**src/rtl/core/eclp_pkg.sv**
```systemverilog
`timescale 1ns / 1ps
`default_nettype none
package eclp_pkg;
    localparam int SAMPLE_DEPTH_DEF = 1024;
    localparam int LATENCY_BITS_DEF = 16;
    localparam int COUNTER_BITS_DEF = 32;

    localparam logic [2:0] ACT_OK     = 3'd0;
    localparam logic [2:0] ACT_FAIL   = 3'd1;
    localparam logic [2:0] ACT_RECON  = 3'd2;
    localparam logic [2:0] ACT_DROP   = 3'd3;
    localparam logic [2:0] ACT_SENT   = 3'd4;
    localparam logic [2:0] ACT_REPORT = 3'd5;
    localparam logic [2:0] ACT_DUMP   = 3'd6;

    typedef struct packed {
        logic [2:0]  action;
        logic [15:0] latency_ms;
    } t_req;

    typedef struct packed {
        logic        is_dump;
        logic [31:0] sent_overall;
        logic [31:0] sent_recent;
        logic [31:0] connect_ok_count;
        logic [31:0] connect_fail_count;
        logic [31:0] reconnect_count;
        logic [31:0] drop_count;
        logic [15:0] median_ms;
        logic [15:0] p95_ms;
        logic [15:0] p99_ms;
        logic        samples_lost;
    } t_res;

    // controller to datapath
    typedef struct packed {
        logic event_upd;   // apply counting event from request
        logic scan_clr;    // start a counting pass for one candidate
        logic scan_acc;    // accumulate rank counts for read data
        logic cand_next;   // evaluate pass result and step candidate
        logic emit;        // drive result
    } t_cmd;

    typedef struct packed {
        logic empty;
        logic last_addr;
        logic last_cand;
    } t_sts;
endpackage
`default_nettype wire

```
**src/rtl/core/eclp_ctrl.sv**
```systemverilog
`timescale 1ns / 1ps
`default_nettype none
module eclp_ctrl (
    input  wire logic           i_clk,
    input  wire logic           i_rst_n,
    input  wire logic           i_start,
    input  wire logic [2:0]     i_action,
    input  wire eclp_pkg::t_sts i_sts,
    output logic                o_busy,
    output eclp_pkg::t_cmd      o_cmd
);
    import eclp_pkg::*;

    typedef enum logic [2:0] {S_IDLE, S_CLR, S_SCAN, S_DRAIN, S_EVAL, S_OUT} t_state;
    t_state r_state, n_state;
    logic   r_busy;

    always_comb begin
        o_cmd = '0;
        n_state = r_state;
        case (r_state)
            S_IDLE: begin
                if (i_start) begin
                    o_cmd.event_upd = 1'b1;
                    if (i_action == ACT_REPORT) begin
                        n_state = S_OUT;
                    end else if (i_action == ACT_DUMP) begin
                        n_state = S_CLR;
                    end
                end
            end
            S_CLR: begin
                if (i_sts.empty) begin
                    n_state = S_OUT;
                end else begin
                    o_cmd.scan_clr = 1'b1;
                    n_state = S_SCAN;
                end
            end
            S_SCAN: begin
                o_cmd.scan_acc = 1'b1;
                if (i_sts.last_addr) n_state = S_DRAIN;
            end
            S_DRAIN: n_state = S_EVAL;
            S_EVAL: begin
                o_cmd.cand_next = 1'b1;
                n_state = i_sts.last_cand ? S_OUT : S_CLR;
            end
            S_OUT: begin
                o_cmd.emit = 1'b1;
                n_state = S_IDLE;
            end
            default: n_state = S_IDLE;
        endcase
    end

    always_ff @(posedge i_clk) begin
        if (!i_rst_n) begin
            r_state <= S_IDLE;
            r_busy  <= 1'b0;
        end else begin
            r_state <= n_state;
            r_busy  <= (n_state != S_IDLE);
        end
    end

    assign o_busy = r_busy;
endmodule
`default_nettype wire

```
**config.mk**
```make
export PLATFORM = sky130hd
export DESIGN_NAME = eclp_ctrl
export DESIGN_NICKNAME = d
export VERILOG_FILES = /design/src/rtl/core/eclp_pkg.sv /design/src/rtl/core/eclp_ctrl.sv
export SDC_FILE = /design/constraint.sdc
export NUM_CORES = 1
export LEC_CHECK = 0
export BUFFER_PORTS_ARGS = -buffer_cell sky130_fd_sc_hd__buf_2
export CELL_PAD_IN_SITES_DETAIL_PLACEMENT = 0
export CELL_PAD_IN_SITES_GLOBAL_PLACEMENT = 1
export CORE_AREA = 5 5 42 44
export CTS_BUF_LIST = sky130_fd_sc_hd__clkbuf_8
export CTS_CLUSTER_DIAMETER = 50
export DETAILED_ROUTE_END_ITERATION = 12
export DIE_AREA = 0 0 47 49
export GPL_ROUTABILITY_DRIVEN = 0
export PLACE_DENSITY = 0.52
export SLEW_MARGIN = 20
export SYNTH_ARGS = -nofsm -noshare
export SYNTH_HDL_FRONTEND = slang
export SYNTH_SLANG_ARGS = --single-unit
```
**constraint.sdc**
```tcl
create_clock -name i_clk -period 1.2 [get_ports i_clk]
set_input_delay 0.12 -clock i_clk [delete_from_list [all_inputs] [get_ports i_clk]]
set_output_delay 0.12 -clock i_clk [all_outputs]
set_load 0.01 [all_outputs]
```
# Yosys cells after proc, flatten, opt, wreduce, memory -nomap -nowiden
# Index checks and enable logic that the tools add are counted.
[totals]
ff_bits = 4
output_inout_bits = 6
input_bits = 9
word_cells = 25
[op_classes]
n_eq_ne = 7
n_mux = 14
reduce_logical = 2
[ops]
columns = ["operator", "n"]
rows = [
  ["$mux 3", 6],
  ["$pmux 3 s5", 1],
  ["$eq 3x3->1 const B", 4],
  ["$mux 1", 7],
  ["$eq 3x2->1 const B", 2],
  ["$eq 3x1->1 const B", 1],
  ["$logic_not 3->1", 1],
  ["$reduce_bool 3->1", 1],
]

# Depth between registers and ports, before layout
# Gate-level depths: netlist of the first run.
[depth]
depth_word = 6
mapped_depth = 4
ltp_nobuf = 4

# Least setup slack after synthesis of the first run
# Ideal clock, no wire load.
[synth_path]
kind = "reg-to-reg"
start = "register r_state[2]"
end = "register r_busy (netlist: o_busy)"
path_stages_with_launch = 5
n_path_buf = 0
slack_ps = -66
required_ps = 1073
synth_period_minus_slack_ps = 1266
setup_time_ps = 127
arrival_time_ps = 1139
cell_sequence = "dfxtp_1 -> nand2b_1 -> nor3_1 -> o21ba_2 -> or3_1"
[synth_via]
elab_chain_cells = 5
elab_cells_between_ends = 11
classes_between = "4 x eq/ne; 5 x mux; 2 x reduce/logical"
[synth_lines]
columns = ["element", "line_no", "text"]
rows = [
  ["start, declared", "eclp_ctrl.sv:15", "t_state r_state, n_state;"],
  ["start signal, assigned", "eclp_ctrl.sv:62", "r_state <= n_state;"],
  ["$mux 3", "eclp_ctrl.sv:27", "end else if (i_action == ACT_DUMP) begin"],
  ["$mux 3", "eclp_ctrl.sv:25", "if (i_action == ACT_REPORT) begin"],
  ["$mux 3", "eclp_ctrl.sv:23", "if (i_start) begin"],
  ["$pmux 3 s5 *", "eclp_ctrl.sv:21", "case (r_state)"],
  ["$reduce_bool 3->1 *", "eclp_ctrl.sv:63", "r_busy <= (n_state != S_IDLE);"],
  ["end signal, assigned", "eclp_ctrl.sv:63", ""],
  ["end, declared", "eclp_ctrl.sv:16", "logic r_busy;"],
]
# Every way passes the cells marked *; elsewhere a longest branch is shown, timed or not.
# A chain may end at the register's enable or synchronous reset.

# Worst setup path in the final report of the first run
# Same ends and word-level chain as after synthesis.

==> flow_summary_export.csv, run 1 <==
group,metric,value,unit
outcome,status,"finished, violations left",
outcome,violations,"negative setup slack",
detailed_routing,vias,263,
sta,setup_viol,1,
cells_and_area,fin_cells,62,
run,maxCapViolCount,0,
logic_synthesis,synth_compound_gate_area_share,0.1833,
power_and_ir_drop,swShare,0.2501,
clocking,htreeDepth,1,
sta,finalSetupTns,-0.02977,ns
clocking,cts_tree,"yes",
logic_synthesis,ys_async_sr_fraction,0,
cells_and_area,antenna_cells,0,
placed_design,port_buffers,14,
detailed_routing,firstDrtPassIters,2,
floorplanning,core,0.001401,mm2
logic_synthesis,synth_xor_area_frac,0.03889,
sta,min_period,1.230,ns
detailed_routing,viasPerCell,4.242,
setup_path,cp_slowest_cell,"dfxtp_4",
logic_synthesis,syn_nets,34,
logic_synthesis,syn_area,225.2,um2
sta,slew_viol_final,0,
setup_path,cp_num_buf_inv,1,
worst_hold_path,min_path_type,"primary input to flop",
sta,tightest_slew,0.2346,ns
floorplanning,rows,14,
sta,timing.slew.headroom,0.8430,
detailed_routing,ant_nets,0,
power_and_ir_drop,p_switching,0.1456,mW
detailed_routing,drt_iter0_drc,3,
setup_path,cp_cell_sequence,"buf_4 > a31oi_1 > a31oi_2 > or3_1",
clocking,cts.sinks,4,
setup_path,ff2ff_setup_slack,-0.03,ns
logic_synthesis,yosys.area_share.simple,0.4056,
floorplanning,die_area,0.002303,mm2
logic_synthesis,avgSynthCellArea,9.009,um2
power_and_ir_drop,vdd_drop_max,872.0,uV
detailed_routing,drt_wl_total,708,um
detailed_routing,routedWlPerCell,11.42,um
setup_path,crit_required,1.29,ns
power_and_ir_drop,p_comb_frac,0.232,
setup_path,crit_type,"flop to flop",
clocking,worstSkewPairLatency,0.21,ns
setup_path,crit_path_max_fanout,5,
clocking,clockRootBuffer,"clkbuf_8",
logic_synthesis,synth.distinct_cells,19,
power_and_ir_drop,powerDensity,1255,mW/mm2
setup_path,arrival,1.32,ns
sta,finClkSkew,0.0009644,ns
logic_synthesis,yosys_warnings,0,
setup_path,start_kind,"flop",
placed_design,place_hpwl,538.1,um
logic_synthesis,syn_inst,25,
setup_path,end_kind,"flop",
sta,fin_ws,-0.02977,ns
cells_and_area,drive_above_1_share,0.7609,
global_route,grt_pass1_vias,280,
floorplanning,start_util,0.1607,
clocking,cts_max_path_buffers,2,
power_and_ir_drop,p_int,0.4368,mW
global_route,grt_antenna_before_repair,0,
cells_and_area,fill_cells,167,
power_and_ir_drop,power_frac_seq,0.292,
sta,timing.final.crit_share,1.025,
global_route,globalRouteOverflowTotal,0,
cells_and_area,nNetsFinal,57,
logic_synthesis,synth_top_family_by_area,"simple AND/OR/NAND/NOR gates",
clocking,numCtsBuffers,3,
global_route,grt_use_total,0.07037,
power_and_ir_drop,p_leak,0.2020,nW
sta,hold_viol,0,
logic_synthesis,yosys_register_bits,4,
cells_and_area,area_growth,106.1,%
logic_synthesis,synth-adder-area-share,0,
logic_synthesis,ys_seq_area_frac,0.3556,
global_route,grt_max_degree,8,
global_route,grt_pass1_wl,1124,um
cells_and_area,postLayoutCoreUtil,0.3313,
clocking,clk_pin_slew,0.03,ns
setup_path,critPathMaxStageDelay,0.35,ns
detailed_routing,drc,0,
floorplanning,die_w,47,um
cells_and_area,postLayoutCellArea,464.2,um2
logic_synthesis,synthFlopType,"dfxtp_1",
placed_design,place_inst,59,
placed_design,placed_area,349.1,um2
logic_synthesis,synth_edf_count,0,
setup_path,cp_top_family,"flip-flops",
floorplanning,die_y,49,um
sta,rsz0062_at_grt,"true",
power_and_ir_drop,clkPwrFrac,0.476,
floorplanning,io_pins,15,
placed_design,dp_slack,-0.05327,ns
sta,fmaxAchievable,813.2,MHz
logic_synthesis,synth_mux_area_frac,0,
-- worst reg2reg max path: stages (launching register included) --
cell and delay [ns]:
dfxtp_4 0.35, buf_4 0.15, a31oi_1 0.18, a31oi_2 0.12, or3_1 0.31
-- cell families (layout without fill, tap and decap cells) --
kind of cell | Yosys count | count (layout)
and+or+nand+nor | 13 | 13
AOI/OAI and AO/OA | 6 | 6
DFF | 4 | 4
xor gates and xnor gates | 1 | 1
buffers and inverters | 1 | 22
-- area by class of cell --
type | count | area [um2] | share of cell area
repair buffers | 18 | 110.1 | 0.2372
inverters | 1 | 3.754 | 0.008086
multi-input cells | 20 | 197.7 | 0.4259
flip-flops and latches | 4 | 91.34 | 0.1968
well taps | 16 | 20.02 | 0.04313
clock buffers | 3 | 41.29 | 0.08895
-- path summary, 6_finish.rpt --
path	endpoint	depth (start not counted)	start
worst max-delay path	o_busy$_SDFF_PN0_	4	r_state[2]$_SDFF_PN0_
worst min-delay path	r_state[0]$_SDFF_PN0_	3	i_sts[1]
worst max register to register	o_busy$_SDFF_PN0_	4	r_state[2]$_SDFF_PN0_
worst min register to register	r_state[0]$_SDFF_PN0_	3	r_state[2]$_SDFF_PN0_
-- synth_stat cells (all sizes together) (2+ instances only) --
master / instances / area, um2
nor3: 2 / 10.01
a31oi: 2 / 12.51
nand2: 2 / 7.510
dfxtp: 4 / 80.08
-- flip-flops by register name (all words and copies together), names as in the netlist --
register	cells
r_state	3
o_busy	1
-- placed cells by master, fill, tap and decap left out, types with 2 or more instances in the layout --
cell type  netlist  routed
buf_2            0      13
clkbuf_8         0       3
buf_4            0       3
dfxtp_4          0       3
nor3_4           0       2
nand2_1          2       2
buf_6            0       2
-- metal layers --
layer  GRT usage  wire length [um]  share of wire  vias to the layer above
met4     0.05530                16          0.023                        0
met3     0.02214                53          0.075                        2
met2     0.09502               336           0.47                        8
met5           0                 0              0                        -
li1            -                 -              -                      140
met1     0.08772               302           0.43                      113
-- power by group through the flow --
| stage | Combinational (mW) | Sequential (mW) | Clock, mW |
|---|---|---|---|
| 2_1_floorplan | 0.0520 | 0.172 | 0 |
| 3_3_place_gp | 0.111 | 0.171 | 0 |
| 3_5_place_dp | 0.110 | 0.171 | 0 |
| 4_1_cts | 0.125 | 0.170 | 0.287 |
| 5_1_grt | 0.148 | 0.173 | 0.299 |
| 6_report | 0.135 | 0.170 | 0.277 |
-- timing repair --
| action | CTS | global route |
|---|---|---|
| hold buffers | 0 | 0 |
| setup buffers | 1 | 0 |
| setup endpoints to repair | 3 | 7 |
| pin swaps | 5 | 2 |
| resized for setup | 10 | 5 |
-- metrics by stage --
stage                     hold slack (ns)  total power [mW]
after global routing               0.2154            0.6202
after detailed placement           0.4119            0.2809
after CTS                          0.1912            0.5831
after floorplan                    0.2687            0.2238
after global placement             0.4163            0.2820
final                              0.2044            0.5824
Note: power is estimated with default switching activity, not from simulation.
==> run 2, diff against run 1 <==
- ABC_AREA: default -> 1
- PLACE_DENSITY: 0.52 -> 0.63
==> flow_summary_export.csv, run 2 <==
group,metric,value,unit
clocking,cts_hold_repair.buffers,0,
sta,fin_ws,0.1007,ns
sta,fmaxAchievable,909.7,MHz
sta,finalSetupTns,0,ns
cells_and_area,largest-register,"r_state",
clocking,cts_max_path_buffers,2,
global_route,grt_pass1_vias,306,
global_route,grt_use_total,0.06610,
sta,slew_viol_final,0,
detailed_routing,ant_nets,0,
cells_and_area,largest_register_ffs,3,
cells_and_area,final_cell_mix,"buf_2, nand2_1, inv_1, nor2_1",
detailed_routing,drt_iter0_drc,1,
cells_and_area,nNetsFinal,76,
setup_path,end_kind,"primary output",
global_route,grt_max_degree,7,
setup_path,crit_path_max_fanout,4,
setup_path,arrival,0.98,ns
logic_synthesis,ys_seq_area_frac,0.2909,
setup_path,start_kind,"flop",
worst_hold_path,worstHoldStart,"i_rst_n",
detailed_routing,drc,0,
cells_and_area,regArea,81.33,um2
logic_synthesis,synth_area_leaders,"dfxtp_1, nand2_1, inv_1",
floorplanning,die_w,47,um
placed_design,place_hpwl,565,um
setup_path,cp-startpoint,"r_state[0]$_SDFF_PN0_",
logic_synthesis,yosysMostFrequentCell,"nand2_1",
floorplanning,die_y,49,um
cells_and_area,fin_cells,81,
floorplanning,die_area,0.002303,mm2
placed_design,placed_area,365.4,um2
clocking,cts_tree,"yes",
run,maxCapViolCount,0,
logic_synthesis,synth.distinct_cells,12,
global_route,globalRouteOverflowTotal,0,
detailed_routing,routedWlPerCell,7.580,um
cells_and_area,area_growth,48.18,%
logic_synthesis,syn_area,275.3,um2
logic_synthesis,avgSynthCellArea,5.735,um2
logic_synthesis,yosys_register_bits,4,
detailed_routing,viasPerCell,3.864,
cells_and_area,postLayoutCellArea,407.9,um2
sta,tightest_slew,0.1472,ns
logic_synthesis,synthFlopType,"dfxtp_1",
logic_synthesis,yosysTopAreaCell,"dfxtp_1",
cells_and_area,final_common_cell,"buf_2",
sta,timing.slew.headroom,0.9011,
placed_design,place_inst,78,
cells_and_area,drive_above_1_share,0.4000,
placed_design,port_buffers,14,
setup_path,crit_required,1.08,ns
logic_synthesis,synth_common_cells,"nand2_1, inv_1, nor2_1, dfxtp_1, nand2_2",
cells_and_area,antenna_cells,0,
power_and_ir_drop,powerDensity,1342,mW/mm2
floorplanning,io_pins,15,
logic_synthesis,ys_async_sr_fraction,0,
power_and_ir_drop,vdd_drop_max,478.0,uV
logic_synthesis,yosys_warnings,0,
clocking,cts.sinks,4,
clocking,clk_pin_slew,0.03,ns
floorplanning,rows,14,
worst_hold_path,min_path_type,"primary input to flop",
detailed_routing,firstDrtPassIters,2,
setup_path,regToRegStartpoint,"r_state[0]$_SDFF_PN0_",
global_route,grt_antenna_before_repair,0,
sta,timing.final.crit_share,0.9161,
logic_synthesis,synth_edf_count,0,
logic_synthesis,syn_inst,48,
outcome,status,"completed",
sta,rsz0062_at_grt,"false",
sta,min_period,1.099,ns
clocking,worstSkewPairLatency,0.21,ns
setup_path,crit_type,"flop to primary output",
detailed_routing,drt_wl_total,614,um
sta,finClkSkew,0.0002506,ns
sta,setup_viol,0,
cells_and_area,fill_cells,179,
clocking,htreeDepth,1,
clocking,numCtsBuffers,3,
cells_and_area,multi_input_area,153.9,um2
sta,hold_viol,0,
floorplanning,core,0.001401,mm2
placed_design,dp_slack,0.1487,ns
floorplanning,start_util,0.1964,
logic_synthesis,syn_nets,57,
detailed_routing,vias,313,
logic_synthesis,yosysTopAreaCellShare,0.2909,
clocking,clockRootBuffer,"clkbuf_8",
power_and_ir_drop,p_leak,0.2560,nW
global_route,grt_pass1_wl,1110,um
==> run 2: what timing repair did <==
item	in CTS	in global routing
setup buffers	0	0
setup endpoints to repair	0	1
resized for setup	0	1
==> run 2: worst max-delay path, stage by stage (launching register included) <==
cell and delay [ns]:
dfxtp_1 0.32, inv_2 0.08, nand2_1 0.06, nor2_1 0.14, buf_2 0.16
==> run 2: layout make-up <==
type | instances | share of cell area
Timing Repair Buffer | 14 | 0.1718
Inverter | 11 | 0.1012
Tap cell | 16 | 0.04908
Multi-Input combinational cell | 33 | 0.3773
Sequential cell | 4 | 0.1994
Clock buffer | 3 | 0.1012
==> run 2: layer usage <==
metal / vias up / track usage / wire length (um)
met1: 126 / 0.08534 / 283
li1: 176 / - / -
met4: 0 / 0.04147 / 0
met2: 11 / 0.08597 / 270
met3: 0 / 0.02952 / 59
met5: - / 0 / 0
==> run 2: cells by family after synthesis <==
kind of cell           synth area share
DFF                              0.2909
AOI/OAI and AO/OA               0.03637
and+or+nand+nor                  0.5228
buffers and inverters            0.1500
==> run 2: per-stage QoR <==
| stage | total power, mW | hold WS (ns) | util |
|---|---|---|---|
| after floorplan | 0.2353 | 0.2176 | - |
| after global placement | 0.2793 | 0.3592 | 0.2607 |
| after detailed placement | 0.2783 | 0.3590 | 0.2607 |
| after CTS | 0.5574 | 0.1394 | 0.2902 |
| after global routing | 0.5903 | 0.1620 | 0.2911 |
| final | 0.5474 | 0.1413 | 0.2911 |
==> run 2: worst paths after layout <==
kind                                              end  slack [ns]  cells after the start
worst min-delay path            r_state[2]$_SDFF_PN0_        0.14                      3
worst max-delay path                         o_cmd[2]        0.10                      4
worst min register to register  r_state[1]$_SDFF_PN0_        0.65                      4
worst max register to register      o_busy$_SDFF_PN0_        0.20                      7
==> run 2: where the power goes <==
group / internal [mW] / switching (mW)
registers: 0.148 / 0.00956
logic: 0.0493 / 0.0674
clock network: 0.213 / 0.0599
total: 0.410 / 0.137
==> run 3, diff against run 2 <==
- CORE_AREA: 5 5 42 44 -> 2 2 39 41
- DIE_AREA: 0 0 47 49 -> 0 0 41 43
- clock period: 1.2 -> 1 ns (I/O delays scaled with it)
==> flow_summary_export.csv, run 3 (synthesis results as in run 2) <==
group,metric,value,unit
power_and_ir_drop,clkPwrFrac,0.460,
power_and_ir_drop,powerDensity,1412,mW/mm2
clocking,numCtsBuffers,3,
outcome,violations,"negative setup slack",
setup_path,rr_worst_depth,8,
setup_path,end_kind,"primary output",
setup_path,critPathMaxStageDelay,0.35,ns
cells_and_area,final_cell_mix,"buf_2, nand2_1, inv_1, nand2_2",
clocking,cts_tree,"yes",
sta,timing.final.crit_share,1.075,
sta,fmaxAchievable,930.5,MHz
worst_hold_path,worstHoldStart,"i_rst_n",
power_and_ir_drop,p_leak,0.2988,nW
detailed_routing,firstDrtPassIters,4,
power_and_ir_drop,swShare,0.2789,
cells_and_area,nNetsFinal,82,
cells_and_area,antenna_cells,0,
setup_path,arrival,0.97,ns
setup_path,crit_path_max_fanout,3,
global_route,globalRouteOverflowTotal,0,
floorplanning,die_area,0.001763,mm2
sta,slew_viol_final,0,
sta,timing.slew.headroom,0.8935,
worst_hold_path,min_path_type,"primary input to flop",
sta,min_period,1.075,ns
detailed_routing,drc,0,
sta,fin_ws,-0.07467,ns
detailed_routing,drt_iter0_drc,4,
worst_hold_path,hold_depth,3,
placed_design,place_hpwl,530.3,um
cells_and_area,drive_above_1_share,0.6056,
cells_and_area,largest-register,"r_state",
detailed_routing,ant_nets,0,
run,maxCapViolCount,0,
sta,rsz0062_at_grt,"true",
detailed_routing,routedWlPerCell,8.920,um
sta,hold_viol,0,
setup_path,cp_slowest_cell,"dfxtp_4",
floorplanning,die_w,41,um
power_and_ir_drop,p_comb_frac,0.279,
power_and_ir_drop,p_int,0.5352,mW
clocking,worstSkewPairLatency,0.22,ns
sta,hold_slack,0.1190,ns
outcome,status,"finished, violations left",
detailed_routing,vias,351,
global_route,grt_max_degree,7,
global_route,grt_pass1_wl,1152,um
floorplanning,rows,14,
setup_path,cp_cell_sequence,"nor2_1 > nand2_1 > inv_1 > buf_2",
cells_and_area,fill_cells,151,
clocking,cts_max_path_buffers,2,
floorplanning,die_y,43,um
clocking,cts_hold_repair.buffers,0,
detailed_routing,wl_met2,399,um
detailed_routing,drt_wl_total,776,um
power_and_ir_drop,power_frac_seq,0.260,
detailed_routing,wl_met1,298,um
floorplanning,core,0.001384,mm2
global_route,grt_pass1_vias,287,
global_route,grt_use_total,0.09639,
floorplanning,io_pins,15,
clocking,clk_pin_slew,0.03,ns
power_and_ir_drop,vdd_drop_max,614.8,uV
sta,tightest_slew,0.1591,ns
detailed_routing,met3_length,62,um
power_and_ir_drop,p_switching,0.2070,mW
sta,finClkSkew,0.001812,ns
cells_and_area,postLayoutCoreUtil,0.3797,
floorplanning,start_util,0.1989,
setup_path,crit_required,0.90,ns
cells_and_area,final_common_cell,"buf_2",
clocking,htreeDepth,1,
setup_path,rr_endpoint,"o_busy$_SDFF_PN0_",
sta,setup_viol,6,
clocking,clockRootBuffer,"clkbuf_8",
setup_path,regToRegStartpoint,"r_state[2]$_SDFF_PN0_",
cells_and_area,largest_register_ffs,3,
global_route,grt_antenna_before_repair,0,
setup_path,start_kind,"flop",
setup_path,crit_type,"flop to primary output",
detailed_routing,routed.top_layer,"met4",
setup_path,ff2ff_setup_slack,-0.03,ns
clocking,cts.sinks,4,
cells_and_area,area_growth,90.91,%
worst_hold_path,holdPathEnd,"r_state[2]$_SDFF_PN0_",
placed_design,port_buffers,14,
detailed_routing,viasPerCell,4.034,
run 3: final cells by class:
type | instances | area, um2 | area share
inverters | 11 | 48.80 | 0.09286
repair buffers | 20 | 135.1 | 0.2571
multi-input cells | 33 | 188.9 | 0.3595
clock buffers | 3 | 41.29 | 0.07857
well taps | 16 | 20.02 | 0.03810
flip-flops and latches | 4 | 91.34 | 0.1738
run 3: per-stage QoR:
stage / power, mW / std cells / setup TNS, ns / instance area, um2 / setup WS (ns)
finish: 0.7422 / 87 / -0.2952 / 525.5 / -0.07467
global route: 0.7932 / 87 / -0.7790 / 525.5 / -0.1573
CTS: 0.7217 / 87 / -0.3041 / 476.7 / -0.06247
detailed placement: 0.3449 / 80 / -0.1102 / 380.4 / -0.06427
global placement: 0.3464 / 80 / -0.1400 / 380.4 / -0.07768
floorplan: 0.2824 / 48 / 0 / 275.3 / 0.04954
run 3: how the worst max path moves through the flow:
stage | start | end | slack [ns] | cells past startpoint
after floorplan | r_state[0]$_SDFF_PN0_ | o_busy$_SDFF_PN0_ | 0.05 | 7
after global placement | r_state[2]$_SDFF_PN0_ | o_busy$_SDFF_PN0_ | -0.08 | 7
after detailed placement | r_state[2]$_SDFF_PN0_ | o_busy$_SDFF_PN0_ | -0.06 | 7
after CTS | r_state[0]$_SDFF_PN0_ | o_cmd[2] | -0.06 | 4
after global routing | r_state[0]$_SDFF_PN0_ | o_cmd[1] | -0.16 | 4
final | r_state[0]$_SDFF_PN0_ | o_cmd[1] | -0.07 | 4
run 3: power groups by stage:
stage	registers, mW	logic [mW]	clock network, mW
final	0.193	0.207	0.342
after global placement	0.194	0.152	0
after CTS	0.192	0.181	0.349
after global routing	0.196	0.231	0.366
after floorplan	0.194	0.0888	0
after detailed placement	0.193	0.152	0
run 3: what timing repair did:
item | 4_1_cts | 5_1_grt
setup buffers | 4 | 1
gates resized for setup | 11 | 14
setup endpoints to repair | 7 | 9
pin swaps | 5 | 8
run 3: worst max-delay path: cells and delay by family, from the launching register on:
family	cells	cell delay [ns]
flip-flops	1	0.35
buffers and inverters	2	0.18
AND/OR/NAND/NOR	2	0.23
run 3: per-layer routing:
layer,GRT usage,vias to the layer above
met5,0,-
met3,0.02094,2
met2,0.1250,15
met1,0.1383,145
li1,-,189
met4,0.06000,0
